**config.mk**
```make
export PLATFORM = sky130hd
export DESIGN_NAME = tag_nesting_framer_top
export DESIGN_NICKNAME = d
export VERILOG_FILES = /design/src/sv/tnf_pkg.sv /design/src/sv/tag_nesting_framer_top.sv
export SDC_FILE = /design/constraint.sdc
export NUM_CORES = 1
export LEC_CHECK = 0
export ABC_AREA = 1
export BUFFER_PORTS_ARGS = -buffer_cell sky130_fd_sc_hd__buf_2
export CAP_MARGIN = 20
export CORE_UTILIZATION = 55
export DETAILED_ROUTE_END_ITERATION = 8
export PLACE_DENSITY = 0.75
export SYNTH_ARGS = -nofsm -noshare
export SYNTH_HDL_FRONTEND = slang
export SYNTH_SLANG_ARGS = --single-unit
```
**constraint.sdc**
```tcl
create_clock -name i_clk -period 2.2 [get_ports i_clk]
set_input_delay 0.11 -clock i_clk [delete_from_list [all_inputs] [get_ports i_clk]]
set_output_delay 0.11 -clock i_clk [all_outputs]
set_load 0.01 [all_outputs]
```
**src/sv/tnf_pkg.sv**
```systemverilog
// Package for the tag nesting framer.
// Holds the buffer and depth limits, the delimiter characters and the tag kind codes.
// No dependencies.
package tnf_pkg;

    localparam int BUF_BYTES = 4096;
    localparam int MAX_DEPTH = 255;

    // The depth register is eight bits wide, so the ceiling never exceeds 255.
    localparam int DEPTH_CEIL_INT = (MAX_DEPTH > 255) ? 255 : MAX_DEPTH;
    localparam logic [7:0] DEPTH_CEIL = 8'(DEPTH_CEIL_INT);

    // The pending length never holds BUF_BYTES itself: reaching it resets the framer.
    localparam int LEN_W = (BUF_BYTES > 2) ? $clog2(BUF_BYTES) : 1;
    localparam logic [LEN_W-1:0] LEN_LAST = LEN_W'(BUF_BYTES - 1);

    localparam logic [7:0] CH_OPEN  = 8'h3C;
    localparam logic [7:0] CH_CLOSE = 8'h3E;
    localparam logic [7:0] CH_SLASH = 8'h2F;

    typedef enum logic [1:0] {
        KIND_OPEN  = 2'd0,
        KIND_CLOSE = 2'd1,
        KIND_SELF  = 2'd2
    } t_tag_kind;

endpackage

```
**src/sv/tag_nesting_framer_top.sv**
```systemverilog
// Top level of the tag nesting framer.
// Splits a byte stream into tags and tracks their nesting depth; uses tnf_pkg.
// Contains the tag state registers and the output result register.
//
// The framer accepts one byte per clock and returns exactly one result per byte,
// in the cycle after its transfer. All classification happens in one pass of
// logic between the tag state registers and the result register, so the rate is
// one byte per cycle as long as the downstream side does not stall. The result
// register is refilled in the same cycle it is emptied, so a stall on the output
// reaches the input only while the result register holds a result not yet taken.
module tag_nesting_framer_top
    import tnf_pkg::*;
(
    input  logic       i_clk,
    input  logic       i_rst_n,
    input  logic       i_valid,
    output logic       o_stall,
    input  logic [7:0] i_data_byte,
    output logic       o_valid,
    input  logic       i_stall,
    output logic       o_content_valid,
    output logic [7:0] o_content_byte,
    output logic       o_tag_end,
    output logic [1:0] o_tag_kind,
    output logic [7:0] o_depth_now,
    output logic       o_group_complete,
    output logic       o_tag_dropped,
    output logic       o_overflow
);

    logic             r_inside;
    logic [LEN_W-1:0] r_len;
    logic [7:0]       r_first;
    logic [7:0]       r_prev;
    logic [7:0]       r_depth;

    logic             n_inside;
    logic [LEN_W-1:0] n_len;
    logic [7:0]       n_first;
    logic [7:0]       n_prev;
    logic [7:0]       n_depth;

    logic             r_valid;
    logic             r_content_valid;
    logic [7:0]       r_content_byte;
    logic             r_tag_end;
    t_tag_kind        r_tag_kind;
    logic             r_group_complete;
    logic             r_tag_dropped;
    logic             r_overflow;

    logic             n_content_valid;
    logic [7:0]       n_content_byte;
    logic             n_tag_end;
    t_tag_kind        n_tag_kind;
    logic             n_group_complete;
    logic             n_tag_dropped;
    logic             n_overflow;

    logic             in_xfer;

    assign o_stall = r_valid & i_stall;
    assign in_xfer = i_valid & ~o_stall;

    always_comb begin
        n_inside         = r_inside;
        n_len            = r_len;
        n_first          = r_first;
        n_prev           = r_prev;
        n_depth          = r_depth;
        n_content_valid  = 1'b0;
        n_content_byte   = 8'd0;
        n_tag_end        = 1'b0;
        n_tag_kind       = KIND_OPEN;
        n_group_complete = 1'b0;
        n_tag_dropped    = 1'b0;
        n_overflow       = 1'b0;

        if (!r_inside) begin
            if (i_data_byte == CH_OPEN) begin
                n_inside = 1'b1;
                n_len    = '0;
            end
        end else if (i_data_byte == CH_CLOSE) begin
            n_inside = 1'b0;
            n_len    = '0;
            if (r_len != '0) begin
                n_tag_end = 1'b1;
                if (r_first == CH_SLASH) begin
                    n_tag_kind = KIND_CLOSE;
                    if (r_depth == 8'd0) begin
                        n_tag_dropped = 1'b1;
                    end else begin
                        n_depth          = r_depth - 8'd1;
                        n_group_complete = (r_depth == 8'd1);
                    end
                end else if (r_prev == CH_SLASH) begin
                    n_tag_kind       = KIND_SELF;
                    n_group_complete = (r_depth == 8'd0);
                end else begin
                    n_tag_kind = KIND_OPEN;
                    if (r_depth < DEPTH_CEIL) begin
                        n_depth = r_depth + 8'd1;
                    end
                end
            end
        end else begin
            n_content_valid = 1'b1;
            n_content_byte  = i_data_byte;
            if (r_len == '0) begin
                n_first = i_data_byte;
            end
            n_prev = i_data_byte;
            if (r_len == LEN_LAST) begin
                n_overflow = 1'b1;
                n_inside   = 1'b0;
                n_len      = '0;
                n_first    = 8'd0;
                n_prev     = 8'd0;
                n_depth    = 8'd0;
            end else begin
                n_len = r_len + LEN_W'(1);
            end
        end
    end

    always_ff @(posedge i_clk) begin
        if (!i_rst_n) begin
            r_inside <= 1'b0;
            r_len    <= '0;
            r_first  <= 8'd0;
            r_prev   <= 8'd0;
            r_depth  <= 8'd0;
        end else if (in_xfer) begin
            r_inside <= n_inside;
            r_len    <= n_len;
            r_first  <= n_first;
            r_prev   <= n_prev;
            r_depth  <= n_depth;
        end
    end

    always_ff @(posedge i_clk) begin
        if (!i_rst_n) begin
            r_valid <= 1'b0;
        end else if (in_xfer) begin
            r_valid <= 1'b1;
        end else if (!i_stall) begin
            r_valid <= 1'b0;
        end
    end

    always_ff @(posedge i_clk) begin
        if (in_xfer) begin
            r_content_valid  <= n_content_valid;
            r_content_byte   <= n_content_byte;
            r_tag_end        <= n_tag_end;
            r_tag_kind       <= n_tag_kind;
            r_group_complete <= n_group_complete;
            r_tag_dropped    <= n_tag_dropped;
            r_overflow       <= n_overflow;
        end
    end

    assign o_valid          = r_valid;
    assign o_content_valid  = r_content_valid;
    assign o_content_byte   = r_content_byte;
    assign o_tag_end        = r_tag_end;
    assign o_tag_kind       = r_tag_kind;
    assign o_depth_now      = r_depth;
    assign o_group_complete = r_group_complete;
    assign o_tag_dropped    = r_tag_dropped;
    assign o_overflow       = r_overflow;

endmodule

```
======== Word level (Yosys, flattened, before mapping) ========
Cells that the tools add are included.
W data, S select, Z words.
word-level totals
  input bits .............................. 12
  register bits ........................... 53
  output and inout port bits .............. 25
  word-level logic and storage cells ...... 79
operators by class
  bitwise logic cells ..................... 6
  magnitude comparators ................... 1
  mux-type cells .......................... 29
  equality and inequality tests ........... 11
  add/sub/neg operators ................... 3
  reductions and logical operators ........ 15
operator list
  cell                     number
  $mux W8                  10
  $mux W12                 4
  $eq A8 B6 Y1 const B     4
  $mux W1                  14
  $add A12 B1 Y12 const B  1
  $eq A12 B12 Y1 const B   1
  $logic_not A12 Y1        1
  $reduce_bool A12 Y1      1
  $add A8 B1 Y8 const B    1
  $eq A8 B1 Y1 const B     1
  $logic_not A8 Y1         1
  $lt A8 B8 Y1 const B     1
  $reduce_and A4 Y1        2
  $sub A8 B1 Y8 const B    1
  $reduce_and A7 Y1        1
  $ne A3 B3 Y1 const B     2
  $reduce_and A3 Y1        2
  $reduce_bool A2 Y1       3
  $ne A2 B1 Y1 const B     2
  $not A1 Y1               4
  $reduce_and A2 Y1        2
  $reduce_or A4 Y1         1
  $ne A3 B1 Y1 const B     1
  $and A1 B1 Y1            2
  other kinds (2)          2

======== Longest topological paths before layout ========
  word-level depth ........................ 6
  gate-level depth with buffers ........... 14
  depth with buffers taken out ............ 13

======== Least setup slack after synthesis ========
OpenSTA, ideal clock, no wires.
  path type ............................... register -> register
  from .................................... register r_valid, in the netlist o_valid
  to ...................................... register r_len[4]
  slack ................................... 0.412 ns
  library setup time ...................... 0.116 ns
  stages on the path, launching flop included .. 12
  arrival ................................. 1.672 ns
  buffers on the path ..................... 1
  path through ............................ dfxtp_1 -> nand2_1 -> inv_1 -> nor2_4 -> nand2_1 -> nand2_1 -> buf_2 -> inv_1 -> nor2_1 -> nand3_1 -> nand2_1 -> a21oi_1
on the way
  cells in the longest elaborated chain, start to end .. 4
ends and longest elaborated chain
  element                             line                           text
  start: declaration                  tag_nesting_framer_top.sv:43   logic r_valid;
  start signal: assignment            tag_nesting_framer_top.sv:145  r_valid <= 1'b0;
  start signal: assignment            tag_nesting_framer_top.sv:147  r_valid <= 1'b1;
  start signal: assignment            tag_nesting_framer_top.sv:149  r_valid <= 1'b0;
  $and A1 B1 Y1                       tag_nesting_framer_top.sv:62   assign o_stall = r_valid & i_stall;
  named net o_stall                   tag_nesting_framer_top.sv:17   output logic o_stall,
  $not A1 Y1                          tag_nesting_framer_top.sv:63   assign in_xfer = i_valid & ~o_stall;
  $and A1 B1 Y1                       tag_nesting_framer_top.sv:63
  named net in_xfer                   tag_nesting_framer_top.sv:60   logic in_xfer;
  $reduce_and A2 Y1 (no source line)  n/a
  end signal: assignment              tag_nesting_framer_top.sv:136  r_len <= n_len;
  end: declaration                    tag_nesting_framer_top.sv:32   logic [LEN_W-1:0] r_len;
The timed path passes the listed nets, and every way through them passes these cells.
A chain may end at the register's enable or synchronous reset.

======== Worst setup path in the final report ========
  from .................................... register r_len[3]
  to ...................................... register r_first[0]
on the way
  cells in the longest elaborated chain, start to end .. 3
  elaborated cells on any way between the ends .. 5
ends and longest elaborated chain
  element                                                     line                                                          text
  $eq A12 B12 Y1 / $logic_not A12 Y1 (equally long branches)  tag_nesting_framer_top.sv:114, tag_nesting_framer_top.sv:110
  $reduce_bool A2 Y1 (no source line)                         n/a
  $reduce_and A4 Y1 (no source line)                          n/a
  end signal: assignment                                      tag_nesting_framer_top.sv:137                                 r_first <= n_first;
  end: declaration                                            tag_nesting_framer_top.sv:33                                  logic [7:0] r_first;
Parallel ways exist; a longest one is shown, timed or not.

==> impl_metrics.py <==
metrics = {
    "routing": {
        "vias": 2913,
        "viasPerCell": 5.03,
        "post_drt_wl_per_cell_um": 11.3,
        "drc_errors": 0,
        "drt_wl_total_um": 6550,
        "drt_iter0_markers": 199,
        "drtPass1Iterations": 5,
        "drtAntennaViolNets": 0,
    },
    "clock_tree": {
        "clock-root-buffer": "clkbuf_8",
        "clock_latency_ns": 0.30,
        "hold_buffers": 0,
        "clk_path_buf_depth": 2,
        "htreeDepth": 2,
        "clkTransAtPathRegs_ns": 0.09,
        "cts_buffers": 5,
        "cts_setup_buffers": 0,
        "cts_tree": "done",
        "numClockSinks": 53,
        "cts_resized": 0,
    },
    "grt": {
        "grt_use_met3_pct": 4.07,
        "grt_max_degree": 22,
        "grt_use_met2_pct": 40.7,
        "overflow": 0,
        "grt_pass1_wl_um": 11200,
        "grtUsageMet1_pct": 30.1,
        "antenna_found_initial": 0,
        "grt_usage_pct": 23.4,
        "grt_pass1_vias": 2613,
        "busiest_layer": "met2",
    },
    "critical_path": {
        "worstPathRequired_ns": 2.41,
        "reg2reg_depth": 10,
        "startpoint_type": "register",
        "critPathBufInv": 2,
        "crit_cells": 10,
        "endpoint_kind": "register",
        "crit_chain": "nand2_2 > nor2_4 > nand2_2 > inv_2 > nand2_1 > o21ai_2 > buf_4 > nand3_1 > nand2_1 > nor2_1",
        "crit_slowest_cell": "dfxtp_1",
        "worstSetupPathType": "register to register",
        "timing.critical_path.from": "r_len[3]",
        "cp_max_fo": 7,
        "cp_top_family": "simple AND/OR/NAND/NOR gates",
        "cp.arrival_ns": 2.03,
        "slowest_delay_ns": 0.48,
        "r2r-start": "r_len[3]",
    },
    "sta": {
        "hold_slack_ns": 0.0778,
        "timing.final.crit_share_pct": 82.7,
        "skew_ns": 0.00495,
        "tns_ns": 0,
        "timing.final.max_slew_violations": 0,
        "setup_viol": 0,
        "max_freq_mhz": 550,
        "rsz0062_at_grt": "no",
        "hold_viol": 0,
        "relSlewSlack_pct": 73.2,
        "worstMarginPinSlew_ns": 0.403,
        "finalCriticalPeriod_ns": 1.82,
    },
    "placement": {
        "port_buffers": 36,
        "gp_congestion": 0.901,
        "place_area_mm2": 0.00330,
        "hpwlAfterDp_um": 4990,
    },
    "synthesis": {
        "ys_ff_latch": 53,
        "async_flop_share_pct": 0,
        "synth-edff-count": 15,
        "synth-main-ff-cell": "dfxtp_1",
        "syn-num-nets": 485,
        "syn_inst": 467,
        "ys_seq_area_share_pct": 39.9,
        "syn-mean-instance-area_um2": 6.50,
        "yosysUniqueCellTypes": 27,
        "synthesis.area_mm2": 0.00303,
        "yosysWarnings": 0,
    },
    "pwr": {
        "powerDensity_mw_per_mm2": 555,
        "vdd_drop_max_v": 0.000414,
        "p_leak_uw": 0.00173,
        "totalPowerFinal_uw": 1900,
    },
    "floorplan": {
        "core_mm2": 0.00520,
        "dieHeight_um": 76.3,
        "row_count": 26,
        "initial_core_util_pct": 58.3,
        "die_w_um": 76.3,
        "fp.dieArea_mm2": 0.00582,
        "ios": 37,
    },
    "finish": {
        "diodes": 0,
        "syn_to_final_growth_pct": 12.6,
        "drive_gt1_share_pct": 13.4,
        "nets": 526,
        "final_cell_area_mm2": 0.00342,
    },
    "hold_path": {
        "hold_path_class": "primary input to register",
        "min_from": "i_stall",
        "hold_depth": 3,
    },
    "run_status": {
        "status": "completed",
    },
    "flow_run": {
        "drv_cap": 0,
    },
}
per-stage QoR:
stage | setup WS (ns) | cells | utilization [%]
after global placement | 0.453 | 571 | 63.5
after global routing | 0.132 | 579 | 65.6
after CTS | 0.396 | 579 | 65.6
after detailed placement | 0.407 | 571 | 63.5
after floorplan | 0.412 | 467 | -
final | 0.380 | 579 | 65.6
sequential cells by signal, summed over array words and instances (netlist names):
| name | cells |
|---|---|
| o_content_byte | 8 |
| o_content_valid | 1 |
| o_depth_now | 8 |
| o_group_complete | 1 |
| o_overflow | 1 |
| o_tag_dropped | 1 |
| o_tag_end | 1 |
| o_tag_kind | 2 |
| o_valid | 1 |
| r_first | 8 |
| r_inside | 1 |
| r_len | 12 |
| r_prev | 8 |
synthesized netlist by cell type (3+ instances only):
| cell type | instances | share of area [%] |
|---|---|---|
| o21ai_0 | 10 | 1.6 |
| nand3_1 | 30 | 4.9 |
| nor2_2 | 3 | 0.62 |
| edfxtp_1 | 15 | 15 |
| inv_1 | 66 | 8.2 |
| nand2_2 | 7 | 1.4 |
| nor2_4 | 3 | 1.1 |
| nor3_1 | 12 | 2.0 |
| nand2_1 | 129 | 16 |
| ha_1 | 6 | 2.5 |
| dfxtp_1 | 38 | 25 |
| nor2_1 | 95 | 12 |
| a21oi_1 | 22 | 3.6 |
| inv_2 | 3 | 0.37 |
| nand4_1 | 8 | 1.6 |
| buf_2 | 7 | 1.2 |
layer usage:
metal | wire length (um) | part of all wire (%)
met1 | 3130 | 48
met5 | 0 | 0
met3 | 308 | 4.7
met4 | 56 | 0.85
met2 | 3060 | 47
power breakdown:
group	switching, uW	leakage (uW)	internal (uW)	total (uW)
Sequential	18.4	0.000460	1040	1060
Clock	322	0.0000554	342	664
Combinational	114	0.00122	61.2	175
Total	454	0.00173	1440	1900
cell type report:
class                   instances  area, um^2
repair buffers                 44         240
flip-flops and latches         53        1210
multi-input cells             334        1500
well taps                      70        87.6
fillers                       493        1790
inverters                      70         263
clock inverters                 2        38.8
clock buffers                   6        72.6
path summary, 6_finish.rpt:
| check | end | slack [ns] |
|---|---|---|
| worst min-delay path | o_valid | 0.08 |
| worst max register to register | r_first[0] | 0.38 |
| worst min register to register | o_valid | 0.49 |
| worst max-delay path | r_first[0] | 0.38 |
cell usage in the layout (no fill, tap or decap):
| cell type | n |
|---|---|
| nor2_2 | 3 |
| a31oi_1 | 1 |
| nor3_1 | 12 |
| nor2_4 | 3 |
| nand4_1 | 8 |
| xor2_1 | 2 |
| o21ai_2 | 1 |
| nand2_1 | 129 |
| clkbuf_8 | 5 |
| nand3b_1 | 1 |
| clkinv_4 | 1 |
| o21ai_0 | 10 |
| nand2_2 | 7 |
| inv_2 | 3 |
| ha_1 | 6 |
| clkbuf_1 | 1 |
| clkinv_1 | 1 |
| o21ai_1 | 1 |
| a21oi_1 | 22 |
| edfxtp_1 | 15 |
| nor2_1 | 95 |
| a211oi_1 | 2 |
| dfxtp_1 | 38 |
| buf_2 | 36 |
| bufinv_16 | 1 |
| inv_1 | 66 |
| buf_4 | 8 |
| mux2i_1 | 1 |
| nand3_1 | 30 |
kinds of logic after synthesis:
group,count (synthesis),share of synthesized area [%]
DFF,53,39.9
adders and majority gates,6,2.47
buffers and inverters,80,10.6
and+or+nand+nor,288,39.7
AOI/OAI and AO/OA,37,6.43
xor gates and xnor gates,2,0.577
muxes,1,0.330
worst min-delay path, cell delays in order:
cell and delay (ns):
buf_2 0.09, nand2_1 0.07, a21oi_1 0.06
Note: power is estimated with default switching activity, not from simulation.
